===== config.mk =====
export PLATFORM = sky130hd
export DESIGN_NAME = keypad_matrix_debouncer
export DESIGN_NICKNAME = d
export VERILOG_FILES = /design/src/hw/rtl/kmd_pkg.sv /design/src/hw/rtl/kmd_ram.sv /design/src/hw/rtl/kmd_scan.sv /design/src/hw/rtl/kmd_report.sv /design/src/hw/rtl/keypad_matrix_debouncer.sv
export SDC_FILE = /design/constraint.sdc
export NUM_CORES = 1
export LEC_CHECK = 0
export BUFFER_PORTS_ARGS = -buffer_cell sky130_fd_sc_hd__buf_4
export CAP_MARGIN = 10
export CORE_MARGIN = 3
export CORE_UTILIZATION = 44
export DETAILED_ROUTE_END_ITERATION = 8
export PLACE_DENSITY = 0.67
export RECOVER_POWER = 50
export SLEW_MARGIN = 10
export SYNTH_ARGS = -nofsm -noshare
export SYNTH_HDL_FRONTEND = slang
export SYNTH_HIERARCHICAL = 1
export SYNTH_SLANG_ARGS = --single-unit

===== constraint.sdc =====
create_clock -name i_clk -period 11.9 [get_ports i_clk]
set_clock_uncertainty 0.05 [all_clocks]
set_input_delay 1.19 -clock i_clk [delete_from_list [all_inputs] [get_ports i_clk]]
set_output_delay 1.19 -clock i_clk [all_outputs]
set_load 0.005 [all_outputs]

===== src/hw/rtl/kmd_pkg.sv =====
package kmd_pkg;

    localparam int ROW_COUNT_DEF = 4;
    localparam int COL_COUNT_DEF = 3;

    localparam int ROW_W     = 2;
    localparam int PORT_W    = 8;
    localparam int CNT_W     = 4;
    localparam int CODE_W    = 4;
    localparam int MAP_W     = 12;
    localparam int CFG_IDX_W = 4;
    localparam int COL_BASE  = 4;

    localparam logic [CNT_W-1:0] PRESS_THR_RST   = CNT_W'(5);
    localparam logic [CNT_W-1:0] RELEASE_THR_RST = CNT_W'(2);

    typedef enum logic [CFG_IDX_W-1:0] {
        CFG_PRESS_THRESHOLD   = CFG_IDX_W'(0),
        CFG_RELEASE_THRESHOLD = CFG_IDX_W'(1)
    } t_cfg_index;

    typedef struct packed {
        logic valid;
        logic last;
    } t_scan_status;

    function automatic int addr_bits(input int depth);
        return (depth > 1) ? $clog2(depth) : 1;
    endfunction

endpackage


===== src/hw/rtl/kmd_ram.sv =====
module kmd_ram #(
    parameter int WIDTH = 8,
    parameter int DEPTH = 4,
    localparam int AW = kmd_pkg::addr_bits(DEPTH)
) (
    input  logic             i_clk,
    input  logic             i_we,
    input  logic [AW-1:0]    i_waddr,
    input  logic [WIDTH-1:0] i_wdata,
    input  logic             i_re,
    input  logic [AW-1:0]    i_raddr,
    output logic [WIDTH-1:0] o_rdata
);

    logic [WIDTH-1:0] r_mem [DEPTH];
    logic [WIDTH-1:0] r_rdata;

    always_ff @(posedge i_clk) begin
        if (i_we) begin
            r_mem[i_waddr] <= i_wdata;
        end
        if (i_re) begin
            r_rdata <= r_mem[i_raddr];
        end
    end

    assign o_rdata = r_rdata;

endmodule


===== src/hw/rtl/kmd_scan.sv =====
module kmd_scan #(
    parameter int ROW_COUNT = kmd_pkg::ROW_COUNT_DEF,
    parameter int COL_COUNT = kmd_pkg::COL_COUNT_DEF,
    localparam int KEY_COUNT = ROW_COUNT * COL_COUNT
) (
    input  logic                       i_clk,
    input  logic                       i_rst_n,
    input  logic                       i_en,
    input  logic                       i_accept,
    input  logic [kmd_pkg::ROW_W-1:0]  i_row,
    input  logic [kmd_pkg::PORT_W-1:0] i_port_byte,
    input  logic [kmd_pkg::CNT_W-1:0]  i_press_thr,
    input  logic [kmd_pkg::CNT_W-1:0]  i_release_thr,
    output logic [KEY_COUNT-1:0]       o_key_down,
    output kmd_pkg::t_scan_status      o_status
);

    localparam int AW    = kmd_pkg::addr_bits(ROW_COUNT);
    localparam int CW    = kmd_pkg::CNT_W;
    localparam int WIDTH = COL_COUNT * CW;

    logic                 in_range;
    logic                 in_last;
    logic [COL_COUNT-1:0] in_low;
    logic [AW-1:0]        rd_addr;
    logic [WIDTH-1:0]     rd_data;

    logic                 r_s1_valid;
    logic                 r_s1_last;
    logic [AW-1:0]        r_s1_addr;
    logic [COL_COUNT-1:0] r_s1_low;

    logic                 r_fwd_valid;
    logic [AW-1:0]        r_fwd_addr;
    logic [WIDTH-1:0]     r_fwd_data;

    logic [ROW_COUNT-1:0] r_row_vld;
    logic [KEY_COUNT-1:0] r_key_down;
    logic [KEY_COUNT-1:0] n_key_down;
    kmd_pkg::t_scan_status r_status;

    logic                 wr_en;
    logic [WIDTH-1:0]     base;
    logic [WIDTH-1:0]     wr_data;

    assign in_range = int'(i_row) < ROW_COUNT;
    assign in_last  = int'(i_row) == (ROW_COUNT - 1);
    assign rd_addr  = AW'(i_row);

    always_comb begin
        for (int c = 0; c < COL_COUNT; c++) begin
            if (kmd_pkg::COL_BASE + c < kmd_pkg::PORT_W) begin
                in_low[c] = ~i_port_byte[(kmd_pkg::COL_BASE + c) % kmd_pkg::PORT_W];
            end else begin
                in_low[c] = 1'b0;
            end
        end
    end

    kmd_ram #(
        .WIDTH (WIDTH),
        .DEPTH (ROW_COUNT)
    ) u_cnt_ram (
        .i_clk   (i_clk),
        .i_we    (wr_en),
        .i_waddr (r_s1_addr),
        .i_wdata (wr_data),
        .i_re    (i_en),
        .i_raddr (rd_addr),
        .o_rdata (rd_data)
    );

    assign wr_en = i_en && r_s1_valid;

    always_comb begin
        logic [CW-1:0] cnt;
        int            k;
        cnt = '0;
        k   = 0;
        if (r_fwd_valid && r_fwd_addr == r_s1_addr) begin
            base = r_fwd_data;
        end else if (r_row_vld[r_s1_addr]) begin
            base = rd_data;
        end else begin
            base = '0;
        end
        n_key_down = r_key_down;
        wr_data    = base;
        for (int c = 0; c < COL_COUNT; c++) begin
            cnt = base[c*CW +: CW];
            if (r_s1_low[c]) begin
                if (cnt < i_press_thr) begin
                    cnt = cnt + CW'(1);
                end
            end else if (cnt != '0) begin
                cnt = cnt - CW'(1);
            end
            wr_data[c*CW +: CW] = cnt;
            k = int'(r_s1_addr) * COL_COUNT + c;
            if (cnt >= i_press_thr) begin
                n_key_down[k] = 1'b1;
            end else if (cnt <= i_release_thr) begin
                n_key_down[k] = 1'b0;
            end
        end
    end

    always_ff @(posedge i_clk) begin
        if (!i_rst_n) begin
            r_s1_valid  <= 1'b0;
            r_fwd_valid <= 1'b0;
            r_row_vld   <= '0;
            r_key_down  <= '0;
            r_status    <= '0;
        end else if (i_en) begin
            r_s1_valid      <= i_accept && in_range;
            r_fwd_valid     <= wr_en;
            r_status.valid  <= r_s1_valid;
            r_status.last   <= r_s1_last;
            if (wr_en) begin
                r_row_vld[r_s1_addr] <= 1'b1;
                r_key_down           <= n_key_down;
            end
        end
    end

    always_ff @(posedge i_clk) begin
        if (i_en) begin
            r_s1_last  <= in_last;
            r_s1_addr  <= rd_addr;
            r_s1_low   <= in_low;
            r_fwd_addr <= r_s1_addr;
            r_fwd_data <= wr_data;
        end
    end

    assign o_key_down = r_key_down;
    assign o_status   = r_status;

    a_row_marked: assert property (@(posedge i_clk) disable iff (!i_rst_n)
        wr_en |=> r_row_vld[$past(r_s1_addr)])
        else $error("written row not marked valid");

    a_stall_holds_flags: assert property (@(posedge i_clk) disable iff (!i_rst_n)
        !i_en |=> $stable(r_key_down))
        else $error("key flags changed during stall");

endmodule


===== src/hw/rtl/kmd_report.sv =====
module kmd_report #(
    parameter int ROW_COUNT = kmd_pkg::ROW_COUNT_DEF,
    parameter int COL_COUNT = kmd_pkg::COL_COUNT_DEF,
    localparam int KEY_COUNT = ROW_COUNT * COL_COUNT
) (
    input  logic                       i_clk,
    input  logic                       i_rst_n,
    input  logic                       i_en,
    input  kmd_pkg::t_scan_status      i_status,
    input  logic [KEY_COUNT-1:0]       i_key_down,
    output logic                       o_valid,
    output logic                       o_event_res,
    output logic [kmd_pkg::CODE_W-1:0] o_key_code,
    output logic [kmd_pkg::MAP_W-1:0]  o_pressed_map
);

    logic [KEY_COUNT-1:0]       r_reported;
    logic [KEY_COUNT-1:0]       n_reported;
    logic                       found;
    logic [kmd_pkg::CODE_W-1:0] code;
    logic [kmd_pkg::MAP_W-1:0]  map;
    logic                       do_report;

    logic                       r_valid;
    logic                       r_event_res;
    logic [kmd_pkg::CODE_W-1:0] r_key_code;
    logic [kmd_pkg::MAP_W-1:0]  r_pressed_map;

    assign do_report = i_status.valid && i_status.last;

    // first unreported press wins; marks below it follow the key state
    always_comb begin
        n_reported = r_reported;
        found      = 1'b0;
        code       = '0;
        for (int k = 0; k < KEY_COUNT; k++) begin
            if (!found) begin
                if (i_key_down[k] && !r_reported[k]) begin
                    n_reported[k] = 1'b1;
                    found         = 1'b1;
                    code          = kmd_pkg::CODE_W'(k + 1);
                end else if (!i_key_down[k] && r_reported[k]) begin
                    n_reported[k] = 1'b0;
                end
            end
        end
        map = '0;
        for (int k = 0; k < kmd_pkg::MAP_W; k++) begin
            if (k < KEY_COUNT) begin
                map[k] = i_key_down[k % KEY_COUNT];
            end
        end
    end

    always_ff @(posedge i_clk) begin
        if (!i_rst_n) begin
            r_valid    <= 1'b0;
            r_reported <= '0;
        end else if (i_en) begin
            r_valid <= do_report;
            if (do_report) begin
                r_reported <= n_reported;
            end
        end
    end

    always_ff @(posedge i_clk) begin
        if (i_en && do_report) begin
            r_event_res   <= found;
            r_key_code    <= code;
            r_pressed_map <= map;
        end
    end

    assign o_valid       = r_valid;
    assign o_event_res   = r_event_res;
    assign o_key_code    = r_key_code;
    assign o_pressed_map = r_pressed_map;

    a_report_loads: assert property (@(posedge i_clk) disable iff (!i_rst_n)
        (i_en && do_report) |=> r_valid)
        else $error("last row did not produce a result");

    a_event_has_code: assert property (@(posedge i_clk) disable iff (!i_rst_n)
        (r_valid && r_event_res) |-> (r_key_code != '0))
        else $error("event without key code");

    a_no_event_no_code: assert property (@(posedge i_clk) disable iff (!i_rst_n)
        (r_valid && !r_event_res) |-> (r_key_code == '0))
        else $error("key code without event");

endmodule


===== src/hw/rtl/keypad_matrix_debouncer.sv =====
// Keypad matrix debouncer.
// Input channel (i_valid/o_ready): one transaction per scanned row, carrying
// the row number and the raw port byte; bits 4 and up are active-low columns.
// Config channel (i_cfg_valid/o_cfg_ready): index 0 press threshold,
// index 1 release threshold; always ready, write only while idle.
// Output channel (o_valid/i_ready): one transaction per last-row scan, with
// event flag, key code of the first new press and the debounced pressed map.
// Throughput: one row per cycle if not stalled; counter RAM does one row read
// and one row write per cycle, back-to-back rows to the same row are forwarded.
// Result path: a last row passes the stage 1, status and report registers.
// Stall: while a result waits on i_ready the whole pipeline holds and o_ready
// is low; the result moves out in the cycle it is taken and a new row is
// accepted in that same cycle.
// Reset: thresholds return to 5 and 2; all counters, pressed flags and report
// marks read as zero at once (per-row valid bits, no clearing pass).
module keypad_matrix_debouncer #(
    parameter int ROW_COUNT = kmd_pkg::ROW_COUNT_DEF,
    parameter int COL_COUNT = kmd_pkg::COL_COUNT_DEF
) (
    input  logic                          i_clk,
    input  logic                          i_rst_n,
    input  logic                          i_valid,
    output logic                          o_ready,
    input  logic [kmd_pkg::ROW_W-1:0]     i_row,
    input  logic [kmd_pkg::PORT_W-1:0]    i_port_byte,
    output logic                          o_valid,
    input  logic                          i_ready,
    output logic                          o_event_res,
    output logic [kmd_pkg::CODE_W-1:0]    o_key_code,
    output logic [kmd_pkg::MAP_W-1:0]     o_pressed_map,
    input  logic                          i_cfg_valid,
    output logic                          o_cfg_ready,
    input  logic [kmd_pkg::CFG_IDX_W-1:0] i_cfg_index,
    input  logic [kmd_pkg::CNT_W-1:0]     i_cfg_data
);

    localparam int KEY_COUNT = ROW_COUNT * COL_COUNT;

    logic                      en;
    logic                      accept;
    logic [kmd_pkg::CNT_W-1:0] r_press_thr;
    logic [kmd_pkg::CNT_W-1:0] r_release_thr;
    logic [KEY_COUNT-1:0]      key_down;
    kmd_pkg::t_scan_status     status;

    assign en          = !o_valid || i_ready;
    assign o_ready     = en;
    assign accept      = i_valid && en;
    assign o_cfg_ready = 1'b1;

    always_ff @(posedge i_clk) begin
        if (!i_rst_n) begin
            r_press_thr   <= kmd_pkg::PRESS_THR_RST;
            r_release_thr <= kmd_pkg::RELEASE_THR_RST;
        end else if (i_cfg_valid) begin
            unique case (i_cfg_index)
                kmd_pkg::CFG_PRESS_THRESHOLD:   r_press_thr   <= i_cfg_data;
                kmd_pkg::CFG_RELEASE_THRESHOLD: r_release_thr <= i_cfg_data;
                default: ;
            endcase
        end
    end

    kmd_scan #(
        .ROW_COUNT (ROW_COUNT),
        .COL_COUNT (COL_COUNT)
    ) u_scan (
        .i_clk         (i_clk),
        .i_rst_n       (i_rst_n),
        .i_en          (en),
        .i_accept      (accept),
        .i_row         (i_row),
        .i_port_byte   (i_port_byte),
        .i_press_thr   (r_press_thr),
        .i_release_thr (r_release_thr),
        .o_key_down    (key_down),
        .o_status      (status)
    );

    kmd_report #(
        .ROW_COUNT (ROW_COUNT),
        .COL_COUNT (COL_COUNT)
    ) u_report (
        .i_clk         (i_clk),
        .i_rst_n       (i_rst_n),
        .i_en          (en),
        .i_status      (status),
        .i_key_down    (key_down),
        .o_valid       (o_valid),
        .o_event_res   (o_event_res),
        .o_key_code    (o_key_code),
        .o_pressed_map (o_pressed_map)
    );

endmodule


==> reports/qor.csv <==
stage,metric,value,unit
clock_network,cts_resized,0,
sta,setup_violations,0,
global_route,antenna_found_initial,0,
sta,min_period,5.835,ns
finish,fillers,1470,
pwr,leakagePower,3.315,nW
finish,mostFrequentLayoutCells,"edfxtp_1, ha_1, inv_1",
global_route,grt_pass1_vias,5380,
finish,final_common_cell,edfxtp_1,
synthesis,syn_inst,642,
die,core_area,16640,µm²
synthesis,synthArstFlopShare,0,%
run,maxCapViolations,1,
clock_network,ctsHoldBuffers,0,
sta,fmax,0.1714,GHz
synthesis,synth_top_family_by_area,compound AO/OA/AOI/OAI gates,
sta,fin_crit_sh,49.03,%
pwr,ir_drop,97.48,µV
sta,grt_setup_unrepaired,no,
die,die_area,18650,µm²
synthesis,yosysWarnings,6,
global_route,grt-ovfl-total,0,
place,dp_hpwl,11.26,mm
synthesis,yosys.area_share.adder,10.51,%
synthesis,synth_compound_area_share,15.03,%
synthesis,synthFlopType,edfxtp_1,
detailed_routing,drt-pass1-iter-count,5,
synthesis,synth_area,7501,µm²
critical_path,critPathCaptureType,flip-flop,
detailed_routing,wl_per_cell,18.55,µm
synthesis,ys_types,75,
place,place_area,7963,µm²
die,io-pin-count,43,
critical_path,cp_data_arrival_time,6.09,ns
critical_path,crit_required,12.15,ns
global_route,grt_max_degree,44,
detailed_routing,wl,16.88,mm
synthesis,synth_edf_count,97,
synthesis,synth_seq_cells,138,
status,status,"finished, violations left",
synthesis,synth_area_per_cell,11.68,µm²
synthesis,yosys.area_share.xor_xnor,1.635,%
synthesis,syn-num-nets,728,
detailed_routing,viasPerCell,5.899,
clock_network,root_buffer,clkbuf_16,
status,violations,"capacitance limit, slew limit",
finish,diodes,0,
detailed_routing,drtIter0Drc,441,
detailed_routing,ant_nets,0,
detailed_routing,vias,5368,
detailed_routing,drcViolationCount,0,
sta,slew_headroom,-57.56,%
pwr,power.density,142.5,nW/µm²
worst_hold_path,min_path_type,flip-flop to flip-flop,
critical_path,startpoint_type,flip-flop,
global_route,grt_pass1_wl,27.19,mm
sta,timing_hold_violations_final,0,
clock_network,numCtsBuffers,17,
clock_network,clk-insertion-delay-late,0.42,ns
die,die_w,136.6,µm
clock_network,cts.sinks,138,
finish,multi_input_area,3452,µm²
finish,design_area,8481,µm²
place,gp_congestion,0.8824,
synthesis,yosysSeqAreaShare,49.77,%
clock_network,htree_levels,4,
die,num_rows,47,
global_route,grtUsageTotal,18.89,%
die,die_h,136.6,µm
die,start_util,45.07,%
place,port_buffers,36,
critical_path,path_max_fanout,12,
finish,seq_area,3734,µm²
finish,flow.area_growth_from_synthesis,13.06,%
clock_network,cts_buffer_depth,2,
synthesis,synth_simple_gate_area_share,12.16,%
critical_path,critPathKind,flip-flop to flip-flop,
finish,drive_gt1_share,14.06,%
synthesis,synthMuxAreaShare,6.972,%
clock_network,cts_tree,done,
sta,tightest_slew,2.363,ns
sta,slew_viol_final,44,
clock_network,clk_pin_slew_worst_paths,0.06,ns
finish,fin_nets,763,
sta,fin_setup_tns,0,ns
clock_network,cts_setup_buffers,0,
## layer usage
metal / global-route usage, % / part of all wire, %
met1: 24.89 / 45
met2: 30.04 / 48
met3: 4.779 / 5.7
met4: 7.279 / 1.7
met5: 0 / 0
## cells in the mapped netlist, drive strengths merged, types with 5 or more instances
| library cell | n | area [µm²] |
|---|---|---|
| nor3 | 10 | 61.31 |
| clkbuf | 18 | 67.56 |
| nand2 | 39 | 146.4 |
| nor2b | 9 | 61.31 |
| nand2b | 11 | 68.82 |
| a22o | 13 | 116.4 |
| a21oi | 36 | 183.9 |
| xnor2 | 9 | 78.83 |
| dfxtp | 41 | 820.8 |
| nand4 | 12 | 81.33 |
| edfxtp | 97 | 2913 |
| a21o | 6 | 45.04 |
| a22oi | 9 | 123.9 |
| nand3 | 21 | 105.1 |
| xor2 | 5 | 43.79 |
| and2 | 8 | 52.56 |
| mux2i | 18 | 200.2 |
| o211ai | 6 | 45.04 |
| a31oi | 9 | 77.57 |
| o21a | 8 | 60.06 |
| a211oi | 5 | 37.54 |
| buf | 5 | 46.29 |
| nor2 | 32 | 125.1 |
| nor4 | 5 | 46.29 |
| ha | 63 | 788.3 |
| a32o | 7 | 70.07 |
| and3 | 7 | 43.79 |
| o21ai | 34 | 173.9 |
| inv | 46 | 172.7 |
| mux4 | 13 | 300.3 |
## power by group
part           switching [mW]  internal, mW  total [mW]
clock network           0.190         0.319       0.509
registers              0.0122         0.538       0.550
logic                  0.0924        0.0574       0.150
## state kept, by name, summed over array words and instances (netlist names), 4 cells and up
name,count
u_scan/r_fwd_data,12
u_scan/u_cnt_ram/r_mem,48
r_release_thr,4
u_scan/r_row_vld,4
u_report/o_key_code,4
u_scan/u_cnt_ram/o_rdata,12
u_scan/o_key_down,12
u_report/o_pressed_map,12
u_report/r_reported,12
r_press_thr,4
## cell type report
type | instances | share of cell area (%)
clock inverter | 8 | 1.092
clock buffer | 24 | 5.577
tap | 220 | 3.246
sequential | 138 | 44.02
timing repair buffer | 39 | 3.275
multi-input combinational | 434 | 40.71
inverter | 47 | 2.080
## cells by family (layout without fill, tap and decap cells)
kind of cell | count (synthesis) | after routing
AND/OR/NAND/NOR | 167 | 167
other | 1 | 1
multiplexers | 33 | 33
flip-flops | 138 | 138
buffers and inverters | 70 | 118
adder cells (fa/ha/maj) | 63 | 63
AO/OA/AOI/OAI | 156 | 156
XOR/XNOR | 14 | 14
## metrics by stage
| stage | setup slack, ns | hold slack [ns] | power, mW | std cells | util [%] |
|---|---|---|---|---|---|
| 6_report | 6.065 | 0.4126 | 1.209 | 910 | 50.96 |
| 3_3_place_gp | 6.351 | 0.3953 | 0.7011 | 878 | 47.85 |
| 4_1_cts | 6.150 | 0.4196 | 1.218 | 910 | 51.24 |
| 3_5_place_dp | 6.182 | 0.4118 | 0.7090 | 878 | 47.85 |
| 2_1_floorplan | 7.302 | 0.3784 | 0.6655 | 642 | - |
| 5_1_grt | 5.559 | 0.4388 | 1.257 | 910 | 50.96 |
## critical path, cell delays in order, from the launching register on
cell,delay [ns]
edfxtp_1,0.57
mux4_2,0.47
o31a_1,0.70
a22o_1,0.34
ha_1,0.26
o21ai_0,0.15
nand2b_1,0.07
a21oi_1,0.29
nand4_1,0.16
xor2_1,0.17
a21oi_1,0.62
ha_1,0.38
and2_1,0.20
o21ai_0,0.13
a32o_1,0.40
nand3_1,0.13
a32o_1,0.25
a221oi_1,0.30
nor2_1,0.07
## final timing paths
kind / startpoint / to / slack, ns / depth (start not counted)
min: r_press_thr[3] / r_press_thr[3] / 0.41 / 2
max reg2reg: u_scan/r_s1_addr[0] / u_scan/o_key_down[11] / 6.07 / 18
min reg2reg: r_press_thr[3] / r_press_thr[3] / 0.41 / 2
max: u_scan/r_s1_addr[0] / u_scan/o_key_down[11] / 6.07 / 18
No activity file was read; power rests on OpenSTA's default activity.
